$ cat src/rtl/ucs_pkg.sv
// ---------------------------------------------------------------------------
// ucs_pkg
// Types, class codes and decode helpers shared by the segmenter modules.
// ---------------------------------------------------------------------------
package ucs_pkg;

   localparam int unsigned BURST_MAX = 4;
   localparam int unsigned HOLD_MAX  = 3;

   localparam logic [2:0] CLASS_SPACE = 3'd0;
   localparam logic [2:0] CLASS_DIGIT = 3'd1;
   localparam logic [2:0] CLASS_LATIN = 3'd2;
   localparam logic [2:0] CLASS_HAN   = 3'd3;
   localparam logic [2:0] CLASS_PUNCT = 3'd4;
   localparam logic [2:0] CLASS_NONE  = 3'd5;

   typedef struct packed {
      logic [7:0] in_byte;
      logic       end_of_text;
   } req_type;

   typedef struct packed {
      logic [20:0] code_point;
      logic [31:0] source_bytes;
      logic [2:0]  byte_count;
      logic [2:0]  char_class;
      logic        starts_run;
      logic        burst_last;
      logic        text_done;
   } rsp_type;

   // One decoded character before classification.
   typedef struct packed {
      logic [20:0] code_point;
      logic [31:0] source_bytes;
      logic [2:0]  byte_count;
   } item_type;

   // All characters caused by one input byte.
   typedef struct packed {
      item_type [BURST_MAX-1:0] items;
      logic [2:0]               count;
      logic                     text_end;
   } burst_type;

   function automatic logic [2:0] lead_length(input logic [7:0] b);
      logic [2:0] len;
      if (b[7] == 1'b0)             len = 3'd1;
      else if (b[7:5] == 3'b110)    len = 3'd2;
      else if (b[7:4] == 4'b1110)   len = 3'd3;
      else if (b[7:3] == 5'b11110)  len = 3'd4;
      else                          len = 3'd1;
      return len;
   endfunction

   function automatic item_type lone_item(input logic [7:0] b);
      item_type it;
      it.code_point   = {13'd0, b};
      it.source_bytes = {24'd0, b};
      it.byte_count   = 3'd1;
      return it;
   endfunction

   function automatic logic in_span(input logic [20:0] c, input logic [20:0] lo,
                                    input logic [20:0] hi);
      return (c >= lo) && (c <= hi);
   endfunction

   function automatic logic [2:0] classify(input logic [20:0] c);
      logic [2:0] cls;
      if (c == 21'h20 || c == 21'h09 || c == 21'h0A || c == 21'h0D ||
          c == 21'h0C || c == 21'h0B || c == 21'h00A0 || c == 21'h3000)
         cls = CLASS_SPACE;
      else if (in_span(c, 21'h30, 21'h39) || in_span(c, 21'hFF10, 21'hFF19))
         cls = CLASS_DIGIT;
      else if (in_span(c, 21'h41, 21'h5A) || in_span(c, 21'h61, 21'h7A) ||
               in_span(c, 21'h00C0, 21'h024F) ||
               in_span(c, 21'hFF21, 21'hFF3A) || in_span(c, 21'hFF41, 21'hFF5A))
         cls = CLASS_LATIN;
      else if (in_span(c, 21'h4E00, 21'h9FFF) || in_span(c, 21'h3400, 21'h4DBF) ||
               in_span(c, 21'hF900, 21'hFAFF) || c == 21'h3007 ||
               in_span(c, 21'h20000, 21'h2A6DF) || in_span(c, 21'h2A700, 21'h2EBEF))
         cls = CLASS_HAN;
      else
         cls = CLASS_PUNCT;
      return cls;
   endfunction

endpackage

$ cat src/rtl/ucs_decode.sv
// ---------------------------------------------------------------------------
// ucs_decode
// Sequence state and the per-byte burst builder of the UTF-8 decoder.
// ---------------------------------------------------------------------------
module ucs_decode (
   input  logic               clock,
   input  logic               reset,
   input  logic               accept,
   input  ucs_pkg::req_type   req_data,
   output ucs_pkg::burst_type burst
);

   logic [7:0]  held_lead_ff, held_lead_in;
   logic [7:0]  fol_ff [ucs_pkg::HOLD_MAX];
   logic [7:0]  fol_in [ucs_pkg::HOLD_MAX];
   logic [2:0]  exp_len_ff, exp_len_in;
   logic [1:0]  held_cnt_ff, held_cnt_in;
   logic [20:0] part_ff, part_in;

   logic [7:0]  b;
   logic        text_end;
   logic [2:0]  len;
   logic        pending;
   logic        is_cont;
   logic        complete;
   logic        store;
   logic        flush;
   logic        start;
   logic        emit_b;
   logic [2:0]  pos;
   logic [1:0]  slot;
   logic [20:0] full_value;
   logic [31:0] src;

   always_comb begin
      b        = req_data.in_byte;
      text_end = req_data.end_of_text;
      len      = ucs_pkg::lead_length(b);
      pending  = exp_len_ff != 3'd0;
      is_cont  = b[7:6] == 2'b10;
      complete = pending && is_cont && (({1'b0, held_cnt_ff} + 3'd2) >= exp_len_ff);
      store    = pending && is_cont && !complete && !text_end;
      flush    = pending && !complete && !store;
      start    = !pending || !is_cont;
      emit_b   = (flush && is_cont) || (start && (len == 3'd1 || text_end));
      pos      = flush ? ({1'b0, held_cnt_ff} + 3'd1) : 3'd0;
      slot     = held_cnt_ff + 2'd1;
      full_value = {part_ff[14:0], b[5:0]};

      src = {24'd0, held_lead_ff};
      for (int k = 0; k < ucs_pkg::HOLD_MAX; k++) begin
         if (2'(k) < held_cnt_ff) src = src | ({24'd0, fol_ff[k]} << (8 * (k + 1)));
      end
      src = src | ({24'd0, b} << {slot, 3'b000});

      burst          = '0;
      burst.text_end = text_end;
      if (complete) begin
         burst.items[0].code_point   = full_value;
         burst.items[0].source_bytes = src;
         burst.items[0].byte_count   = {1'b0, held_cnt_ff} + 3'd2;
         burst.count                 = 3'd1;
      end
      if (flush) begin
         burst.items[0] = ucs_pkg::lone_item(held_lead_ff);
         for (int k = 0; k < ucs_pkg::HOLD_MAX; k++) begin
            if (2'(k) < held_cnt_ff) burst.items[k + 1] = ucs_pkg::lone_item(fol_ff[k]);
         end
         burst.count = pos;
      end
      if (emit_b) begin
         burst.items[pos[1:0]] = ucs_pkg::lone_item(b);
         burst.count           = pos + 3'd1;
      end

      // Next sequence state.
      held_lead_in = held_lead_ff;
      exp_len_in   = exp_len_ff;
      held_cnt_in  = held_cnt_ff;
      part_in      = part_ff;
      for (int k = 0; k < ucs_pkg::HOLD_MAX; k++) fol_in[k] = fol_ff[k];

      if (complete || flush) begin
         exp_len_in  = 3'd0;
         held_cnt_in = 2'd0;
         part_in     = '0;
      end
      if (store) begin
         for (int k = 0; k < ucs_pkg::HOLD_MAX; k++) begin
            if (2'(k) == held_cnt_ff) fol_in[k] = b;
         end
         held_cnt_in = held_cnt_ff + 2'd1;
         part_in     = full_value;
      end
      if (start && len != 3'd1 && !text_end) begin
         held_lead_in = b;
         exp_len_in   = len;
         held_cnt_in  = 2'd0;
         case (len)
            3'd2:    part_in = {16'd0, b[4:0]};
            3'd3:    part_in = {17'd0, b[3:0]};
            default: part_in = {18'd0, b[2:0]};
         endcase
      end
      if (text_end) begin
         held_lead_in = 8'd0;
         exp_len_in   = 3'd0;
         held_cnt_in  = 2'd0;
         part_in      = '0;
      end
   end

   always_ff @(posedge clock) begin
      if (reset) begin
         held_lead_ff <= 8'd0;
         exp_len_ff   <= 3'd0;
         held_cnt_ff  <= 2'd0;
         part_ff      <= '0;
      end else if (accept) begin
         held_lead_ff <= held_lead_in;
         exp_len_ff   <= exp_len_in;
         held_cnt_ff  <= held_cnt_in;
         part_ff      <= part_in;
      end
   end

   // Held continuation bytes are only read after they were written.
   always_ff @(posedge clock) begin
      if (accept) begin
         for (int k = 0; k < ucs_pkg::HOLD_MAX; k++) fol_ff[k] <= fol_in[k];
      end
   end

endmodule

$ cat src/rtl/ucs_emit.sv
// ---------------------------------------------------------------------------
// ucs_emit
// Burst register, classification and the result register.
// ---------------------------------------------------------------------------
module ucs_emit (
   input  logic               clock,
   input  logic               reset,
   input  logic               req_valid,
   output logic               load_ok,
   input  ucs_pkg::burst_type burst,
   output logic               rsp_valid,
   input  logic               rsp_stall,
   output ucs_pkg::rsp_type   rsp_data
);

   logic                bst_valid_ff, bst_valid_in;
   ucs_pkg::burst_type  bst_ff;
   logic [1:0]          idx_ff, idx_in;
   logic                rsp_valid_ff, rsp_valid_in;
   ucs_pkg::rsp_type    rsp_ff, rsp_in;
   logic [2:0]          prev_ff, prev_in;

   ucs_pkg::item_type   cur;
   logic [2:0]          cls;
   logic                out_free;
   logic                move;
   logic                last_item;
   logic                take;

   always_comb begin
      out_free  = !rsp_valid_ff || !rsp_stall;
      move      = bst_valid_ff && out_free;
      last_item = {1'b0, idx_ff} == (bst_ff.count - 3'd1);
      load_ok   = !bst_valid_ff || (move && last_item);
      take      = req_valid && load_ok;
      cur       = bst_ff.items[idx_ff];
      cls       = ucs_pkg::classify(cur.code_point);

      bst_valid_in = bst_valid_ff;
      idx_in       = idx_ff;
      if (move) begin
         if (last_item) bst_valid_in = 1'b0;
         else           idx_in       = idx_ff + 2'd1;
      end
      if (take) begin
         bst_valid_in = burst.count != 3'd0;
         idx_in       = 2'd0;
      end

      rsp_valid_in = rsp_valid_ff && rsp_stall;
      rsp_in       = rsp_ff;
      prev_in      = prev_ff;
      if (move) begin
         rsp_valid_in        = 1'b1;
         rsp_in.code_point   = cur.code_point;
         rsp_in.source_bytes = cur.source_bytes;
         rsp_in.byte_count   = cur.byte_count;
         rsp_in.char_class   = cls;
         rsp_in.starts_run   = prev_ff == ucs_pkg::CLASS_NONE || cls != prev_ff ||
                               cls == ucs_pkg::CLASS_PUNCT;
         rsp_in.burst_last   = last_item;
         rsp_in.text_done    = last_item && bst_ff.text_end;
         prev_in             = (last_item && bst_ff.text_end) ? ucs_pkg::CLASS_NONE : cls;
      end
   end

   always_ff @(posedge clock) begin
      if (reset) begin
         bst_valid_ff <= 1'b0;
         idx_ff       <= 2'd0;
         rsp_valid_ff <= 1'b0;
         prev_ff      <= ucs_pkg::CLASS_NONE;
      end else begin
         bst_valid_ff <= bst_valid_in;
         idx_ff       <= idx_in;
         rsp_valid_ff <= rsp_valid_in;
         prev_ff      <= prev_in;
      end
   end

   always_ff @(posedge clock) begin
      if (take) bst_ff <= burst;
      rsp_ff <= rsp_in;
   end

   assign rsp_valid = rsp_valid_ff;
   assign rsp_data  = rsp_ff;

endmodule

$ cat src/rtl/utf8_char_class_segmenter_top.sv
// The characters of an accepted byte pass the burst register and then the result register.
// One byte per cycle while each byte yields at most one character and the result side does
// not stall; a byte that yields more holds the input until its last character moves on.
// Bytes that only extend a pending sequence yield nothing and leave the burst register empty.
// Reset (synchronous, active high) drops any pending sequence and any queued characters.
// ---------------------------------------------------------------------------
// utf8_char_class_segmenter_top
// Streaming UTF-8 decoder that tags every character with a class and a
// run-start flag and passes along the raw source bytes of each character.
// ---------------------------------------------------------------------------
module utf8_char_class_segmenter_top (
   input  logic             clock,
   input  logic             reset,
   input  logic             req_valid,
   output logic             req_stall,
   input  ucs_pkg::req_type req_data,
   output logic             rsp_valid,
   input  logic             rsp_stall,
   output ucs_pkg::rsp_type rsp_data
);

   // The decoder keeps the pending multi-byte sequence. For each accepted
   // transaction it builds, in one pass of logic, the whole list of
   // characters that the byte releases: a completed or single-byte character,
   // or on a malformed or truncated sequence the held bytes replayed one by
   // one followed by the new byte, unless that byte opens a new sequence.
   ucs_pkg::burst_type burst;
   logic               load_ok;
   logic               accept;

   // A new transaction is taken whenever the burst register is empty or
   // its last character leaves for the result register in this cycle.
   assign req_stall = !load_ok;
   assign accept    = req_valid && load_ok;

   ucs_decode u_decode (
      .clock    (clock),
      .reset    (reset),
      .accept   (accept),
      .req_data (req_data),
      .burst    (burst)
   );

   // The emitter walks the burst one character per cycle unless a stalled
   // result holds it, classifies each, works out the run flag from the class
   // of the character before, and holds the result in a register so that a
   // stalled result does not block the next byte from entering.
   ucs_emit u_emit (
      .clock     (clock),
      .reset     (reset),
      .req_valid (req_valid),
      .load_ok   (load_ok),
      .burst     (burst),
      .rsp_valid (rsp_valid),
      .rsp_stall (rsp_stall),
      .rsp_data  (rsp_data)
   );

endmodule

$ cat config.mk
export PLATFORM = sky130hd
export DESIGN_NAME = utf8_char_class_segmenter_top
export DESIGN_NICKNAME = d
export VERILOG_FILES = /design/src/rtl/ucs_pkg.sv /design/src/rtl/ucs_decode.sv /design/src/rtl/ucs_emit.sv /design/src/rtl/utf8_char_class_segmenter_top.sv
export SDC_FILE = /design/constraint.sdc
export NUM_CORES = 1
export LEC_CHECK = 0
export BUFFER_PORTS_ARGS = -buffer_cell sky130_fd_sc_hd__buf_2
export CORE_MARGIN = 3
export CORE_UTILIZATION = 60
export CTS_CLUSTER_SIZE = 8
export DETAILED_ROUTE_END_ITERATION = 8
export MAX_ROUTING_LAYER = met4
export PLACE_DENSITY = 0.78
export SLEW_MARGIN = 10
export SYNTH_ARGS = -nofsm -noshare
export SYNTH_HDL_FRONTEND = slang
export SYNTH_HIERARCHICAL = 1
export SYNTH_SLANG_ARGS = --single-unit
$ cat constraint.sdc
create_clock -name clock -period 9.9 [get_ports clock]
set_input_delay 1.98 -clock clock [delete_from_list [all_inputs] [get_ports clock]]
set_output_delay 1.98 -clock clock [all_outputs]
set_load 0.005 [all_outputs]
==> qor.txt, run 1 <==
DRT Wirelength: 29600 um
Leakage: 5.85 nW
hold_ws: 470 ps
Core Footprint: 25400 um2
worst setup margin: 5000 ps
vias in the first global route: 8474
clock latency on the worst-skew pair: 540 ps
routed length per instance: 20.2 um
Synth Area in Simple Gates: 8.77%
synth unique cells: 83
Worst Setup EP: req_stall
Die H: 167 um
global-route wire length before repair: 47400 um
final hold viol count: 0
startpoint types: flip-flop
post-synthesis mux area share: 8.18%
Worst VDD drop: 0.130 mV
max_slew headroom: 35.1%
DRC viols: 0
FFs w/ async S/R, synth: 0%
io pins: 77
R2R depth: 7
MaxCap Viol Count: 0
Root Driver: clkbuf_16
via/cell ratio: 5.78
Placement Setup Slack: 5420 ps
Crit path arrival time: 2920 ps
Pins Over Slew Limit: 0
TNS Setup: 0 ps
final setup fails: 0
H-Tree Depth: 2
Worst Path Max Fanout: 36
Synth Area in XOR/XNOR: 0.448%
Placement Rows: 58
initial drt markers: 1019
cell area after placement: 15500 um2
R2R Path Start: u_emit/idx_ff[0]$_SDFFE_PP0P_
Critical Path RT: 7920 ps
synth-to-layout area growth: 8.23%
period utilisation layout: 49.5%
hold_buf cts: 0
fin area: 16900 um2
post-DP HPWL: 18400 um
CTS tree: done
Adder-Cell Fraction of Synth Area: 0.640%
Main synth FF type: edfxtp_1
share of cells above drive strength 1: 21.2%
post-route ant nets: 0
clock transition time at the flip-flop clock pins of the worst setup and hold paths: 50 ps
CP Launch Point: u_emit/idx_ff[0]$_SDFFE_PP0P_
Num CTS Buffers: 49
via count: 8494
Die Span X: 167 um
#FFs+latches synth: 349
Synth Area in Compound Gates: 7.86%
power per cell area: 209 nW/um2
syn_area_per_cell: 14.8 um2
die area: 28000 um2
Syn. warnings: 6
Final nets: 1129
outcome: finished, final reports clean
postcts setup bufs: 0
WS Path Type: reg2out
Tightest Pin Transition: 974 ps
flop-to-flop setup slack: 5760 ps
post_cts resized: 0
CTS max path bufs: 3
port buffer count: 76
largest net degree at the start of global routing: 158
Tot GR Track Use: 22.1%
FMAX: 0.204 GHz
Diodes inserted: 0
Synth Cell Area: 15600 um2
EDFF count, synth: 314
main combinational cell family by area after synthesis: buffers and inverters
Setup Skew: 13.9 ps
RSZ-0062 raised after global routing: no
routability-driven placement congestion ratio: 0.914
HP Class: reg2reg
crit end category: primary output
TritonRoute pass-1 iters: 5
r2r endpoint: u_emit/bst_ff[193]$_DFFE_PP_
cell count after synthesis: 1059
CTS Sinks: 349
initial antenna violation count: 0
Starting Density: 61.6%
sequential area share after synthesis: 64.8%
GRT overflow: 0
shortest period the worst path allows: 4900 ps
[where the power goes]
group | leakage (nW) | switching, mW | internal [mW] | total [mW]
clock network | 0.661 | 0.575 | 0.914 | 1.49
registers | 3.31 | 0.0329 | 1.74 | 1.77
logic | 1.88 | 0.176 | 0.0997 | 0.276
[synthesized netlist by cell type, types with 15 or more instances]
library cell,instances,share of area (%)
dfxtp_1,35,4.5
a21oi_2,20,1.1
a21oi_1,38,1.2
nor2_1,53,1.3
and2_1,24,0.96
clkbuf_1,33,0.79
inv_1,15,0.36
nand2_1,64,1.5
edfxtp_1,314,60
mux4_2,54,7.8
a22oi_1,19,0.91
nand3_1,36,1.2
a22o_1,20,1.1
buf_4,144,6.9
[layout by cell type, fill, tap and decap left out, types with 12 or more instances in the layout]
master     count
a21oi_1       38
a21oi_2       20
a22o_1        20
a22oi_1       19
and2_1        23
buf_2         76
clkbuf_1      29
clkbuf_16     49
conb_1       117
dfxtp_1       33
edfxtp_1     314
inv_1         14
mux4_2        54
nand2_1       64
nand3_1       36
nor2_1        53
nor3_1        12
[critical path, cell delays in order (launching register included)]
cell,delay [ps]
dfxtp_4,670
buf_4,720
xnor2_1,150
nor3_1,430
nand2_1,100
nand2_1,130
inv_1,50
buf_2,120
[how the worst min path moves through the flow]
stage,startpoint,end,slack (ps),cells past startpoint
2_1_floorplan,u_decode/part_ff[10]$_SDFFE_PP0P_,u_decode/part_ff[10]$_SDFFE_PP0P_,430,1
3_3_place_gp,u_decode/part_ff[11]$_SDFFE_PP0P_,u_decode/part_ff[11]$_SDFFE_PP0P_,450,1
3_5_place_dp,u_decode/part_ff[11]$_SDFFE_PP0P_,u_decode/part_ff[11]$_SDFFE_PP0P_,460,1
4_1_cts,u_decode/part_ff[10]$_SDFFE_PP0P_,u_decode/part_ff[10]$_SDFFE_PP0P_,470,1
5_1_grt,u_decode/part_ff[10]$_SDFFE_PP0P_,u_decode/part_ff[10]$_SDFFE_PP0P_,480,1
6_report,u_decode/part_ff[10]$_SDFFE_PP0P_,u_decode/part_ff[10]$_SDFFE_PP0P_,470,1
[state kept, by name, indices dropped and copies added (netlist names)]
signal                 count
u_emit/bst_ff            228
u_decode/part_ff          15
u_decode/held_lead_ff      8
u_decode/exp_len_ff        3
u_emit/prev_ff             3
u_emit/idx_ff              2
u_emit/rsp_valid           1
u_emit/bst_valid_ff        1
u_decode/fol_ff           24
u_emit/rsp_data           62
u_decode/held_cnt_ff       2
[cell type report]
cell class	instances	area [um2]
Inverter	15	56.3
Sequential cell	349	10100
Multi-Input combinational cell	609	4490
Clock inverter	4	42.5
Tap cell	330	413
Clock buffer	78	1340
Timing Repair Buffer	84	453
Fill cell	1792	8470
[through the flow]
stage,std cells,total power [mW],utilization [%]
floorplan,1175,2.04,-
global placement,1387,2.06,61.2
detailed placement,1387,2.07,61.2
CTS,1469,3.56,66.6
global route,1469,3.66,66.6
finish,1469,3.53,66.6
[layer usage]
metal	global-route usage (%)	routed length, um	vias up
met4	6.33	697	0
met5	-	0	-
li1	-	-	3887
met2	33.7	14000	400
met3	4.98	2570	59
met1	30.7	12300	4148
[kinds of logic (layout without fill, tap and decap cells)]
group           after synthesis  after routing
flops                       349            349
buf+inv                     217            181
xor+xnor                      8              8
mux                          57             57
simple gates                258            258
other cells                   1            117
fa+ha+maj                     8              8
compound gates              161            161
Note: power is estimated with default switching activity, not from simulation.
==> inputs of run 2 (changes only) <==
ABC_AREA = 1   (was unset)
CORE_UTILIZATION = 57   (was 60)
clock period = 4.29 ns   (was 9.9 ns; I/O delays follow)
==> run 2 against run 1 <==
  * Wire length rose by 30%
  * Via count up 37%
  * Worst hold slack better by 6.5 ps
  * Sequential share of layout area down 4.5 points
  * Synthesized cell count is 59% higher
  * Cell area is 8.2% higher
  * Register-to-register slack lost 4900 ps
  * Count of clock-buffer cells in the layout rose by 9
  * Critical path type is now reg2reg
  * Critical endpoint is now u_emit/bst_valid_ff$_SDFFE_PP0P_
  * Largest cell class unchanged
  * Largest power group unchanged
==> qor.txt, run 2 <==
Synth Cell Area: 16900 um2
Die H: 178 um
Crit path arrival time: 3780 ps
flop-to-flop setup slack: 900 ps
routed length per instance: 17.9 um
largest net degree at the start of global routing: 115
via/cell ratio: 5.43
Diodes inserted: 0
routability-driven placement congestion ratio: 0.926
initial antenna violation count: 0
Setup Skew: 34.0 ps
#FFs+latches synth: 349
MaxCap Viol Count: 0
GRT overflow: 0
R2R depth: 8
CTS max path bufs: 3
final setup fails: 0
Die Span X: 178 um
post-route ant nets: 0
CTS Sinks: 349
post-DP HPWL: 25200 um
hold_buf cts: 0
TNS Setup: 0 ps
Tightest Pin Transition: 1010 ps
Core Footprint: 28900 um2
max reg flops: 228
HP Class: reg2reg
period utilisation layout: 79.1%
cell count after synthesis: 1682
sequential area share after synthesis: 60.0%
Main synth FF type: edfxtp_1
Commonest cells post-synth: nand2_1, edfxtp_1, nor2_1
most frequent cell after synthesis: nand2_1
post_cts resized: 0
postcts setup bufs: 0
share of cells above drive strength 1: 13.7%
EDFF count, synth: 314
Tot GR Track Use: 25.2%
Worst VDD drop: 0.358 mV
CTS tree: done
initial drt markers: 1291
via count: 11.7k
r2r endpoint: u_emit/bst_valid_ff$_SDFFE_PP0P_
H-Tree Depth: 2
Critical Path RT: 4680 ps
io pins: 77
Yosys top cell by area: edfxtp_1
FMAX: 0.295 GHz
WS Path Type: reg2reg
vias in the first global route: 11.3k
Root Driver: clkbuf_16
commonest non-fill, non-tap cell in the layout: nand2_1
R2R Path Start: u_decode/held_cnt_ff[0]$_SDFFE_PP0P_
Leakage: 7.12 nW
startpoint types: flip-flop
RSZ-0062 raised after global routing: no
TritonRoute pass-1 iters: 5
synth top area cells: edfxtp_1, nand2_1, buf_4
Hold Path End: u_decode/held_lead_ff[3]$_SDFFE_PP0P_
hold path start: u_decode/held_lead_ff[3]$_SDFFE_PP0P_
Num CTS Buffers: 49
FFs w/ async S/R, synth: 0%
Starting Density: 58.3%
commonest non-fill, non-tap cells in the layout: nand2_1, edfxtp_1, nor2_1
die area: 31700 um2
Syn. warnings: 6
Final nets: 1747
Worst Path Max Fanout: 29
Final Power: 8.39 mW
shortest period the worst path allows: 3390 ps
DRT Wirelength: 38500 um
post-synth top area share: 55.9%
crit end category: flip-flop
power per cell area: 458 nW/um2
Pins Over Slew Limit: 0
DRC viols: 0
final hold viol count: 0
synth-to-layout area growth: 8.54%
syn_area_per_cell: 10.0 um2
max_slew headroom: 32.2%
port buffer count: 76
hold path cells: 2
global-route wire length before repair: 60200 um
hold_ws: 476 ps
Placement Rows: 62
clock latency on the worst-skew pair: 550 ps
outcome: finished, final reports clean
register with the most flip-flops: u_emit/bst_ff
clock transition time at the flip-flop clock pins of the worst setup and hold paths: 50 ps
synth unique cells: 45
final core utilization: 63.3%
## run 2: cell types whose count changed after synthesis, sizes merged, moves of 36 or more
cell / change
nor2: +141
o22ai: +36
o21ai: +121
nand2: +322
inv: +91
mux4: -56
nand3: +94
## run 2: worst max-delay path: stages (launching register included)
cell and delay [ps]:
dfxtp_1 840, inv_2 80, buf_4 290, ha_1 710, inv_1 410, nand4_4 400, nand2_1 140, o31ai_1 250
a21oi_1 90
## run 2: cell families after synthesis
group                      after synthesis  share of synthesized area, %
and+or+nand+nor                        741                          19.6
DFF                                    349                          60.0
AOI/OAI and AO/OA                      255                          8.22
xor gates and xnor gates                 4                         0.208
other                                    1                        0.0222
buffers and inverters                  324                          11.3
adders and majority gates                8                         0.593
## run 2: how the worst max path moves through the flow
stage,start,endpoint
6_report,u_decode/held_cnt_ff[0]$_SDFFE_PP0P_,u_emit/bst_valid_ff$_SDFFE_PP0P_
5_1_grt,u_emit/idx_ff[0]$_SDFFE_PP0P_,u_emit/rsp_data[2]$_DFFE_PP_
4_1_cts,u_decode/held_cnt_ff[0]$_SDFFE_PP0P_,u_emit/bst_valid_ff$_SDFFE_PP0P_
3_5_place_dp,u_decode/held_cnt_ff[0]$_SDFFE_PP0P_,u_emit/bst_valid_ff$_SDFFE_PP0P_
3_3_place_gp,u_decode/held_cnt_ff[0]$_SDFFE_PP0P_,u_emit/bst_valid_ff$_SDFFE_PP0P_
2_1_floorplan,u_emit/idx_ff[1]$_SDFFE_PP0P_,u_emit/idx_ff[0]$_SDFFE_PP0P_
## run 2: per-layer routing
layer  global-route usage (%)  wire length (um)  up-vias
li1                         -                 -     5570
met1                     32.1             15700     5499
met4                     8.93              1240        0
met3                     4.02              2630       93
met5                        -                 0        -
met2                     41.3             19000      510
## run 2: final cells by class
| type | instances | area [um2] |
|---|---|---|
| clock inverters | 2 | 35.0 |
| repair buffers | 90 | 548 |
| flip-flops and latches | 349 | 10100 |
| well taps | 384 | 480 |
| inverters | 111 | 428 |
| multi-input cells | 1125 | 5280 |
| clock buffers | 87 | 1410 |
| fillers | 2287 | 10600 |
## run 2: stage by stage
step           instance area (um2)  std cells  worst slack [ps]
6_report                     18300       2148               898
5_1_grt                      18300       2148               800
4_1_cts                      18300       2148              1010
3_3_place_gp                 16900       2059              1050
3_5_place_dp                 16900       2059              1050
2_1_floorplan                17300       1798              -986
## run 2: where the power goes
part           internal, mW  switching, mW  leakage [nW]
Combinational         0.209          0.570          3.12
Clock                  2.20           1.37         0.686
Sequential             3.97         0.0708          3.31
